[src/hdl/assert_macros.svh]
// Assertion macros shared by the RTL. They compile to nothing in synthesis.
`ifndef ASSERT_MACROS_SVH
`define ASSERT_MACROS_SVH

`ifndef SYNTHESIS

// Checks a property on every rising clock edge outside reset.
`define ASSERT_PROP(lbl, clk, rstn, prop) \
  lbl: assert property (@(posedge clk) disable iff (!(rstn)) (prop)) \
    else $error("assertion failed");

// Checks that a condition holds on every rising clock edge outside reset.
`define ASSERT_ALWAYS(lbl, clk, rstn, cond) \
  lbl: assert property (@(posedge clk) disable iff (!(rstn)) (cond)) \
    else $error("invariant violated");

`else

`define ASSERT_PROP(lbl, clk, rstn, prop)
`define ASSERT_ALWAYS(lbl, clk, rstn, cond)

`endif

`endif

[src/hdl/bsrs_pkg.sv]
package bsrs_pkg;

  localparam int unsigned ActW  = 3;
  localparam int unsigned ValW  = 32;
  localparam int unsigned LimW  = 5;
  localparam int unsigned EcW   = 5;
  localparam int unsigned ErrW  = 2;

  localparam int unsigned DepthDefault = 16;
  localparam logic [LimW-1:0] LimitReset = 5'd10;

  localparam int unsigned InTdataW  = ((ActW + ValW + 7) / 8) * 8;
  localparam int unsigned OutBits   = ValW + 1 + EcW + 1 + ErrW;
  localparam int unsigned OutTdataW = ((OutBits + 7) / 8) * 8;

  localparam logic [ActW-1:0] ActPush  = 3'd0;
  localparam logic [ActW-1:0] ActPop   = 3'd1;
  localparam logic [ActW-1:0] ActSwap  = 3'd2;
  localparam logic [ActW-1:0] ActRev   = 3'd3;
  localparam logic [ActW-1:0] ActExist = 3'd4;
  localparam logic [ActW-1:0] ActClear = 3'd5;

  localparam logic [ErrW-1:0] ErrNone  = 2'd0;
  localparam logic [ErrW-1:0] ErrFull  = 2'd1;
  localparam logic [ErrW-1:0] ErrEmpty = 2'd2;

endpackage

[src/hdl/bounded_stack_with_swap_reverse_search_core.sv]
// Bounded LIFO stack of signed 32-bit values held in a single-port-read RAM.
// Requests arrive on the s_axis channel: tdata carries the action code and an
// operand (push, pop, swap top with bottom, reverse, search, clear). Each
// request produces exactly one response on m_axis with the new top entry,
// its valid flag, the entry count, the search hit flag and an error code.
// The capacity comes from cfg_wdata_i, written when cfg_we_i is high, and is
// clipped to DEPTH.
// Each request steps through states in order: push, pop, clear and unused
// codes go straight to StTop and StOut; swap reads both ends (StRdI, StRdJ),
// writes them back (StWrI, StWrJ), then goes to StTop and StOut; reverse
// repeats the four swap states per pair; search repeats StSrch and StCmp per
// entry examined, stopping at the first hit. Every entry read goes through the single RAM read port.
// tready is high only while the sequencer is idle, which includes the cycle
// after the response register is loaded, so a new request may enter while a
// response waits. No new request is taken until the previous response is loaded.
// When m_axis stalls, a finished result holds in its state until the output
// register frees. Reset empties the stack and sets the capacity to 10; the
// RAM contents are not cleared.
`include "assert_macros.svh"

module bounded_stack_with_swap_reverse_search_core import bsrs_pkg::*; #(
  parameter int unsigned DEPTH = DepthDefault
) (
  input  logic                 clk_i,
  input  logic                 rst_ni,
  input  logic                 cfg_we_i,
  input  logic [LimW-1:0]      cfg_wdata_i,
  input  logic                 s_axis_tvalid,
  output logic                 s_axis_tready,
  // [2:0] action, [34:3] value, rest zero
  input  logic [InTdataW-1:0]  s_axis_tdata,
  output logic                 m_axis_tvalid,
  input  logic                 m_axis_tready,
  // [31:0] top_value, [32] top_valid, [37:33] entry_count, [38] found,
  // [40:39] error, rest zero
  output logic [OutTdataW-1:0] m_axis_tdata
);

  localparam int unsigned AW   = (DEPTH > 1) ? $clog2(DEPTH) : 1;
  localparam int unsigned CW   = $clog2(DEPTH + 1);
  localparam int unsigned CapW = (CW > LimW) ? CW : LimW;

  localparam logic [3:0] StIdle = 4'd0;
  localparam logic [3:0] StRdI  = 4'd1;
  localparam logic [3:0] StRdJ  = 4'd2;
  localparam logic [3:0] StWrI  = 4'd3;
  localparam logic [3:0] StWrJ  = 4'd4;
  localparam logic [3:0] StSrch = 4'd5;
  localparam logic [3:0] StCmp  = 4'd6;
  localparam logic [3:0] StTop  = 4'd7;
  localparam logic [3:0] StOut  = 4'd8;

  logic [3:0]           state_q, state_d;
  logic [CW-1:0]        cnt_q, cnt_d;
  logic [LimW-1:0]      limit_q;
  logic [AW-1:0]        i_q, i_d, j_q, j_d;
  logic                 single_q, single_d;
  logic [ValW-1:0]      val_q, val_d;
  logic [ValW-1:0]      tmp_q, tmp_d;
  logic                 found_q, found_d;
  logic [ErrW-1:0]      err_q, err_d;
  logic                 out_valid_q, out_valid_d;
  logic [OutTdataW-1:0] out_data_q, out_data_d;

  logic                 ram_we;
  logic [AW-1:0]        ram_waddr, ram_raddr;
  logic [ValW-1:0]      ram_wdata, ram_rdata;

  logic                 in_accept;
  logic [ActW-1:0]      in_action;
  logic [ValW-1:0]      in_value;
  logic [CW-1:0]        cnt_m1;
  logic [CapW-1:0]      cap;
  logic                 full;
  logic [AW-1:0]        pair_gap;
  logic [ValW-1:0]      top_value;
  logic                 push_take;
  logic                 push_refused;
  logic                 out_cnt_nz;

  assign in_action = s_axis_tdata[ActW-1:0];
  assign in_value  = s_axis_tdata[ActW+ValW-1:ActW];
  assign s_axis_tready = (state_q == StIdle);
  assign in_accept = s_axis_tvalid && s_axis_tready;

  assign cnt_m1   = cnt_q - CW'(1);
  assign cap      = (CapW'(limit_q) > CapW'(DEPTH)) ? CapW'(DEPTH) : CapW'(limit_q);
  assign full     = (CapW'(cnt_q) >= cap);
  assign pair_gap = j_q - i_q;
  assign top_value = (cnt_q != '0) ? ram_rdata : '0;

  bsrs_ram #(
    .Width(ValW),
    .Depth(DEPTH)
  ) u_ram (
    .clk_i  (clk_i),
    .we_i   (ram_we),
    .waddr_i(ram_waddr),
    .wdata_i(ram_wdata),
    .raddr_i(ram_raddr),
    .rdata_o(ram_rdata)
  );

  always_comb begin
    state_d     = state_q;
    cnt_d       = cnt_q;
    i_d         = i_q;
    j_d         = j_q;
    single_d    = single_q;
    val_d       = val_q;
    tmp_d       = tmp_q;
    found_d     = found_q;
    err_d       = err_q;
    out_valid_d = out_valid_q;
    out_data_d  = out_data_q;
    ram_we      = 1'b0;
    ram_waddr   = i_q;
    ram_wdata   = ram_rdata;
    // Parking the read port on the top slot keeps the top entry available
    // while a finished response waits for the output register.
    ram_raddr   = cnt_m1[AW-1:0];

    if (out_valid_q && m_axis_tready) begin
      out_valid_d = 1'b0;
    end

    case (state_q)
      StIdle: begin
        if (in_accept) begin
          found_d = 1'b0;
          err_d   = ErrNone;
          val_d   = in_value;
          state_d = StTop;
          case (in_action)
            ActPush: begin
              if (full) begin
                err_d = ErrFull;
              end else begin
                ram_we    = 1'b1;
                ram_waddr = cnt_q[AW-1:0];
                ram_wdata = in_value;
                cnt_d     = cnt_q + CW'(1);
              end
            end
            ActPop: begin
              if (cnt_q == '0) begin
                err_d = ErrEmpty;
              end else begin
                cnt_d = cnt_m1;
              end
            end
            ActSwap, ActRev: begin
              if ((in_action == ActSwap) && (cnt_q == '0)) begin
                err_d = ErrEmpty;
              end else if (cnt_q > CW'(1)) begin
                i_d      = '0;
                j_d      = cnt_m1[AW-1:0];
                single_d = (in_action == ActSwap);
                state_d  = StRdI;
              end
            end
            ActExist: begin
              if (cnt_q != '0) begin
                i_d     = '0;
                state_d = StSrch;
              end
            end
            ActClear: begin
              cnt_d = '0;
            end
            default: begin
            end
          endcase
        end
      end
      StRdI: begin
        ram_raddr = i_q;
        state_d   = StRdJ;
      end
      StRdJ: begin
        ram_raddr = j_q;
        tmp_d     = ram_rdata;
        state_d   = StWrI;
      end
      StWrI: begin
        ram_we    = 1'b1;
        ram_waddr = i_q;
        ram_wdata = ram_rdata;
        state_d   = StWrJ;
      end
      StWrJ: begin
        ram_we    = 1'b1;
        ram_waddr = j_q;
        ram_wdata = tmp_q;
        i_d       = i_q + AW'(1);
        j_d       = j_q - AW'(1);
        // Another pair remains only while the pointers are more than two apart.
        if (!single_q && ({1'b0, pair_gap} > (AW + 1)'(2))) begin
          state_d = StRdI;
        end else begin
          state_d = StTop;
        end
      end
      StSrch: begin
        ram_raddr = i_q;
        state_d   = StCmp;
      end
      StCmp: begin
        if (ram_rdata == val_q) begin
          found_d = 1'b1;
          state_d = StTop;
        end else if ((CW'(i_q) + CW'(1)) < cnt_q) begin
          i_d     = i_q + AW'(1);
          state_d = StSrch;
        end else begin
          state_d = StTop;
        end
      end
      StTop: begin
        state_d = StOut;
      end
      StOut: begin
        if (!out_valid_q || m_axis_tready) begin
          out_valid_d = 1'b1;
          out_data_d  = OutTdataW'({err_q, found_q, EcW'(cnt_q), (cnt_q != '0), top_value});
          state_d     = StIdle;
        end
      end
      default: begin
        state_d = StIdle;
      end
    endcase
  end

  always_ff @(posedge clk_i or negedge rst_ni) begin
    if (!rst_ni) begin
      state_q     <= StIdle;
      cnt_q       <= '0;
      limit_q     <= LimitReset;
      out_valid_q <= 1'b0;
    end else begin
      state_q     <= state_d;
      cnt_q       <= cnt_d;
      out_valid_q <= out_valid_d;
      if (cfg_we_i) begin
        limit_q <= cfg_wdata_i;
      end
    end
  end

  always_ff @(posedge clk_i) begin
    i_q        <= i_d;
    j_q        <= j_d;
    single_q   <= single_d;
    val_q      <= val_d;
    tmp_q      <= tmp_d;
    found_q    <= found_d;
    err_q      <= err_d;
    out_data_q <= out_data_d;
  end

  assign m_axis_tvalid = out_valid_q;
  assign m_axis_tdata  = out_data_q;

  assign push_take    = in_accept && (in_action == ActPush) && !full;
  assign push_refused = in_accept && (in_action == ActPush) && full;
  assign out_cnt_nz   = (m_axis_tdata[ValW+EcW:ValW+1] != '0);

  `ASSERT_ALWAYS(a_cnt_bounded, clk_i, rst_ni, cnt_q <= CW'(DEPTH))
  `ASSERT_PROP(a_push_grows, clk_i, rst_ni, push_take |=> (cnt_q == $past(cnt_q) + CW'(1)))
  `ASSERT_PROP(a_top_valid_match, clk_i, rst_ni, m_axis_tvalid |-> m_axis_tdata[ValW] == out_cnt_nz)
  `ASSERT_PROP(a_full_refused, clk_i, rst_ni, push_refused |=> $stable(cnt_q))

endmodule

[src/hdl/bsrs_ram.sv]
module bsrs_ram #(
  parameter int unsigned Width = 32,
  parameter int unsigned Depth = 16,
  localparam int unsigned AW = (Depth > 1) ? $clog2(Depth) : 1
) (
  input  logic             clk_i,
  input  logic             we_i,
  input  logic [AW-1:0]    waddr_i,
  input  logic [Width-1:0] wdata_i,
  input  logic [AW-1:0]    raddr_i,
  output logic [Width-1:0] rdata_o
);

  logic [Width-1:0] mem_q [Depth];
  logic [Width-1:0] rdata_q;

  always_ff @(posedge clk_i) begin
    if (we_i) begin
      mem_q[waddr_i] <= wdata_i;
    end
    rdata_q <= mem_q[raddr_i];
  end

  assign rdata_o = rdata_q;

endmodule
[config.mk]
export PLATFORM = sky130hd
export DESIGN_NAME = bounded_stack_with_swap_reverse_search_core
export DESIGN_NICKNAME = d
export VERILOG_FILES = /design/src/hdl/bsrs_pkg.sv /design/src/hdl/bounded_stack_with_swap_reverse_search_core.sv /design/src/hdl/bsrs_ram.sv
export VERILOG_INCLUDE_DIRS = /design/src /design/src/hdl
export SDC_FILE = /design/constraint.sdc
export NUM_CORES = 1
export LEC_CHECK = 0
export BUFFER_PORTS_ARGS = -buffer_cell sky130_fd_sc_hd__buf_2
export CAP_MARGIN = 30
export CORE_MARGIN = 2
export CORE_UTILIZATION = 40
export DETAILED_ROUTE_END_ITERATION = 8
export HOLD_SLACK_MARGIN = 0.06
export MAX_ROUTING_LAYER = met4
export PLACE_DENSITY = 0.56
export SYNTH_ARGS = -nofsm -noshare
export SYNTH_HDL_FRONTEND = slang
export SYNTH_HIERARCHICAL = 1
export SYNTH_SLANG_ARGS = --single-unit
export TNS_END_PERCENT = 5
[constraint.sdc]
create_clock -name clk_i -period 9.6 [get_ports clk_i]
set_clock_uncertainty 0.2 [all_clocks]
set_input_delay 1.92 -clock clk_i [delete_from_list [all_inputs] [get_ports clk_i]]
set_output_delay 1.92 -clock clk_i [all_outputs]
set_load 0.01 [all_outputs]
==> impl_metrics.csv <==
group,metric,value,unit
setup_path,worstSetupPathType,"input port to flop",
setup_path,endpoint_kind,"flop",
logic_synthesis,avgSynthCellArea,19.21,um^2
outcome,status,"finished clean",
finish,fin_cells,2448,
floorplan,core_area,65510,um^2
setup_path,critPathMaxFanout,38,
setup_path,cpPeakStageDelay,0.81,ns
logic_synthesis,ys_warn_count,6,
clocking,post-cts-setup-buffer-count,0,
floorplan,die_area,67910,um^2
placement,dp_cells,2317,
sta,setup_ws,3.271,ns
finish,nFillCells,5523,
logic_synthesis,synth_seq_area_share,75.58,%
logic_synthesis,synth-edff-count,629,
drt,num_vias,13490,
sta,setup_viol,0,
logic_synthesis,yosys-top-cells-area,"edfxtp_1 (72%), mux4_2 (11%), a22oi_1 (3.0%)",
logic_synthesis,ys_top_cells_by_count,"edfxtp_1 (629), mux4_2 (128), a22oi_1 (105)",
global_routing,grt_pass1_vias,13570,
setup_path,r2r_start,"cnt_q[0]",
logic_synthesis,ys_seq_elements,676,
sta,slew_viol_final,0,
logic_synthesis,ys_async_sr_fraction,2.219,%
clocking,worstSkewPairLatency,0.62,ns
sta,rsz0062_at_grt,"false",
floorplan,die_h,260.6,um
logic_synthesis,syn_inst,1371,
setup_path,start_kind,"input port",
clocking,cts_htree_levels,3,
sta,worst_pin_slew,1.005,ns
clocking,cts_sinks,676,
clocking,cts_tree,"built",
floorplan,num_rows,94,
sta,max_slew_margin,32.36,%
setup_path,cp_top_family,"simple AND/OR/NAND/NOR gates",
drt,avgViaCountPerCell,5.509,
logic_synthesis,ys.flop_type,"edfxtp_1",
logic_synthesis,synth_area,26340,um^2
pwr,power_density,385.7,nW/um^2
setup_path,slowest_stage,"nor2_4",
global_routing,grt_pass1_wl,91920,um
drt,routed_wl,62870,um
setup_path,critPathRequiredTime,9.67,ns
worst_hold_path,hp-start,"err_q[1]",
clocking,clk_pin_slew,0.06,ns
logic_synthesis,yosys.cell_count.top_type,"edfxtp_1",
finish,register_area,19910,um^2
logic_synthesis,yosys.area.top_type_share,71.71,%
sta,hold_viol_final,0,
setup_path,crit_chain,"buf_2 > or3_1 > a2111oi_4 > buf_4 > o21a_4 > o21ai_0 > nand2b_1 > nor2_4 > buf_4",
finish,layout-drive-gt1-share,27.61,%
finish,nNetsFinal,1596,
clocking,clk_path_buf_depth,3,
drt,first_pass_iters,7,
global_routing,antenna_found_initial,0,
floorplan,ios,100,
placement,gp_congestion,0.7853,
setup_path,cp_data_arrival_time,6.40,ns
placement,dp.final_hpwl,34670,um
sta,min_period,6.329,ns
setup_path,worstSetupStartpoint,"s_axis_tdata[2]",
pwr,power_leakage,10.07,nW
placement,pre_cts_slack,2.614,ns
worst_hold_path,holdCritPathClass,"flop to flop",
floorplan,start_util,40.20,%
clocking,numCtsBuffers,71,
clocking,root_buffer,"clkbuf_16",
setup_path,cpMostUsedCell,"buf_4",
clocking,cts-resized-gates,0,
floorplan,die_w,260.6,um
sta,setup_tns,0,ns
drt,wl_per_cell,25.68,um
logic_synthesis,synth_largest_area_cell,"edfxtp_1",
run,maxCapViolations,0,
global_routing,grt_max_degree,65,
finish,multi_input_area,5973,um^2
sta,holdWs,0.2187,ns
placement,portBuffers,87,
pwr,ir_drop,277.0,uV
sta,period_share,65.93,%
setup_path,path_buf_inv,3,
drt,drt_iter0_markers,1105,
drt,drtAntennaViolNets,0,
drt,drc,0,
sta,fmax,0.1580,GHz
clocking,hold_buffers,0,
logic_synthesis,synth_cell_types,58,
global_routing,grt_overflow,0,
global_routing,grt_usage,19.41,%
finish,area_delta_synth_final,15.19,%
area by class of cell:
cell class,count,share of cell area (%)
inverters,49,0.6063
clock buffers,92,6.318
well taps,864,3.563
diodes,1,0.008248
multi-input cells,578,19.69
repair buffers,151,3.258
clock inverters,37,0.9403
flip-flops and latches,676,65.62
routing by layer:
layer | up-vias | track usage, % | wire length (um)
li1 | 5810 | - | -
met2 | 444 | 29.06 | 29150
met4 | 0 | 5.302 | 1204
met5 | - | - | 0
met1 | 7128 | 27.75 | 28420
met3 | 103 | 3.108 | 4096
placed cells by master, fill, tap and decap left out, types with 9 or more instances in the layout:
master	count
a21oi_1	16
nand2_1	49
mux4_2	128
clkinv_2	15
edfxtp_1	629
clkbuf_1	16
a22oi_1	105
buf_2	87
xnor2_1	9
nor2_4	14
buf_4	60
dfxtp_1	32
inv_1	46
nor2_1	49
clkbuf_16	72
o21ai_0	41
xor2_1	34
clkinv_1	10
nor4_1	11
ha_1	18
dfrtp_1	13
nand2b_1	9
report_power, final:
group          switching [W]  leakage (nW)  internal, W
logic                0.00276          2.82      0.00184
registers           0.000213          6.18      0.00429
clock network        0.00113          1.08      0.00148
total                0.00410          10.1      0.00760
sequential cells by signal, summed over array words and instances, names as in the netlist:
register and cells:
u_ram/mem_q 512, m_axis_tdata 41, tmp_q 32, u_ram/rdata_o 32
val_q 32, cnt_q 5, limit_q 5, i_q 4
j_q 4, state_q 4, err_q 2, found_q 1
m_axis_tvalid 1, single_q 1
stage by stage:
step | power [W] | utilization, % | instance area, um^2
2_1_floorplan | 0.007648 | - | 26360
3_3_place_gp | 0.009080 | 42.78 | 28020
3_5_place_dp | 0.009196 | 42.90 | 28110
4_1_cts | 0.01183 | 46.26 | 30310
5_1_grt | 0.01233 | 46.31 | 30340
6_report | 0.01170 | 46.31 | 30340
logic make-up after synthesis:
group                    share of synthesized area [%]
AO/OA/AOI/OAI                                    5.107
XOR/XNOR                                         1.430
adder cells (fa/ha/maj)                         0.9311
buffers and inverters                            2.489
flip-flops                                       75.58
multiplexers                                     11.27
other                                          0.01424
AND/OR/NAND/NOR                                  3.178
worst paths after layout:
kind | end | cells past startpoint | slack (ns)
min in group asynchronous | state_q[2] | 1 | 1.03
hold reg to reg | m_axis_tdata[40] | 0 | 0.22
setup reg to reg | u_ram/mem_q[10][28] | 12 | 3.38
max in group asynchronous | limit_q[3] | 1 | 7.86
hold / removal | m_axis_tdata[40] | 0 | 0.22
setup / recovery | u_ram/mem_q[10][28] | 9 | 3.27
No activity file was read; power rests on OpenSTA's default activity.
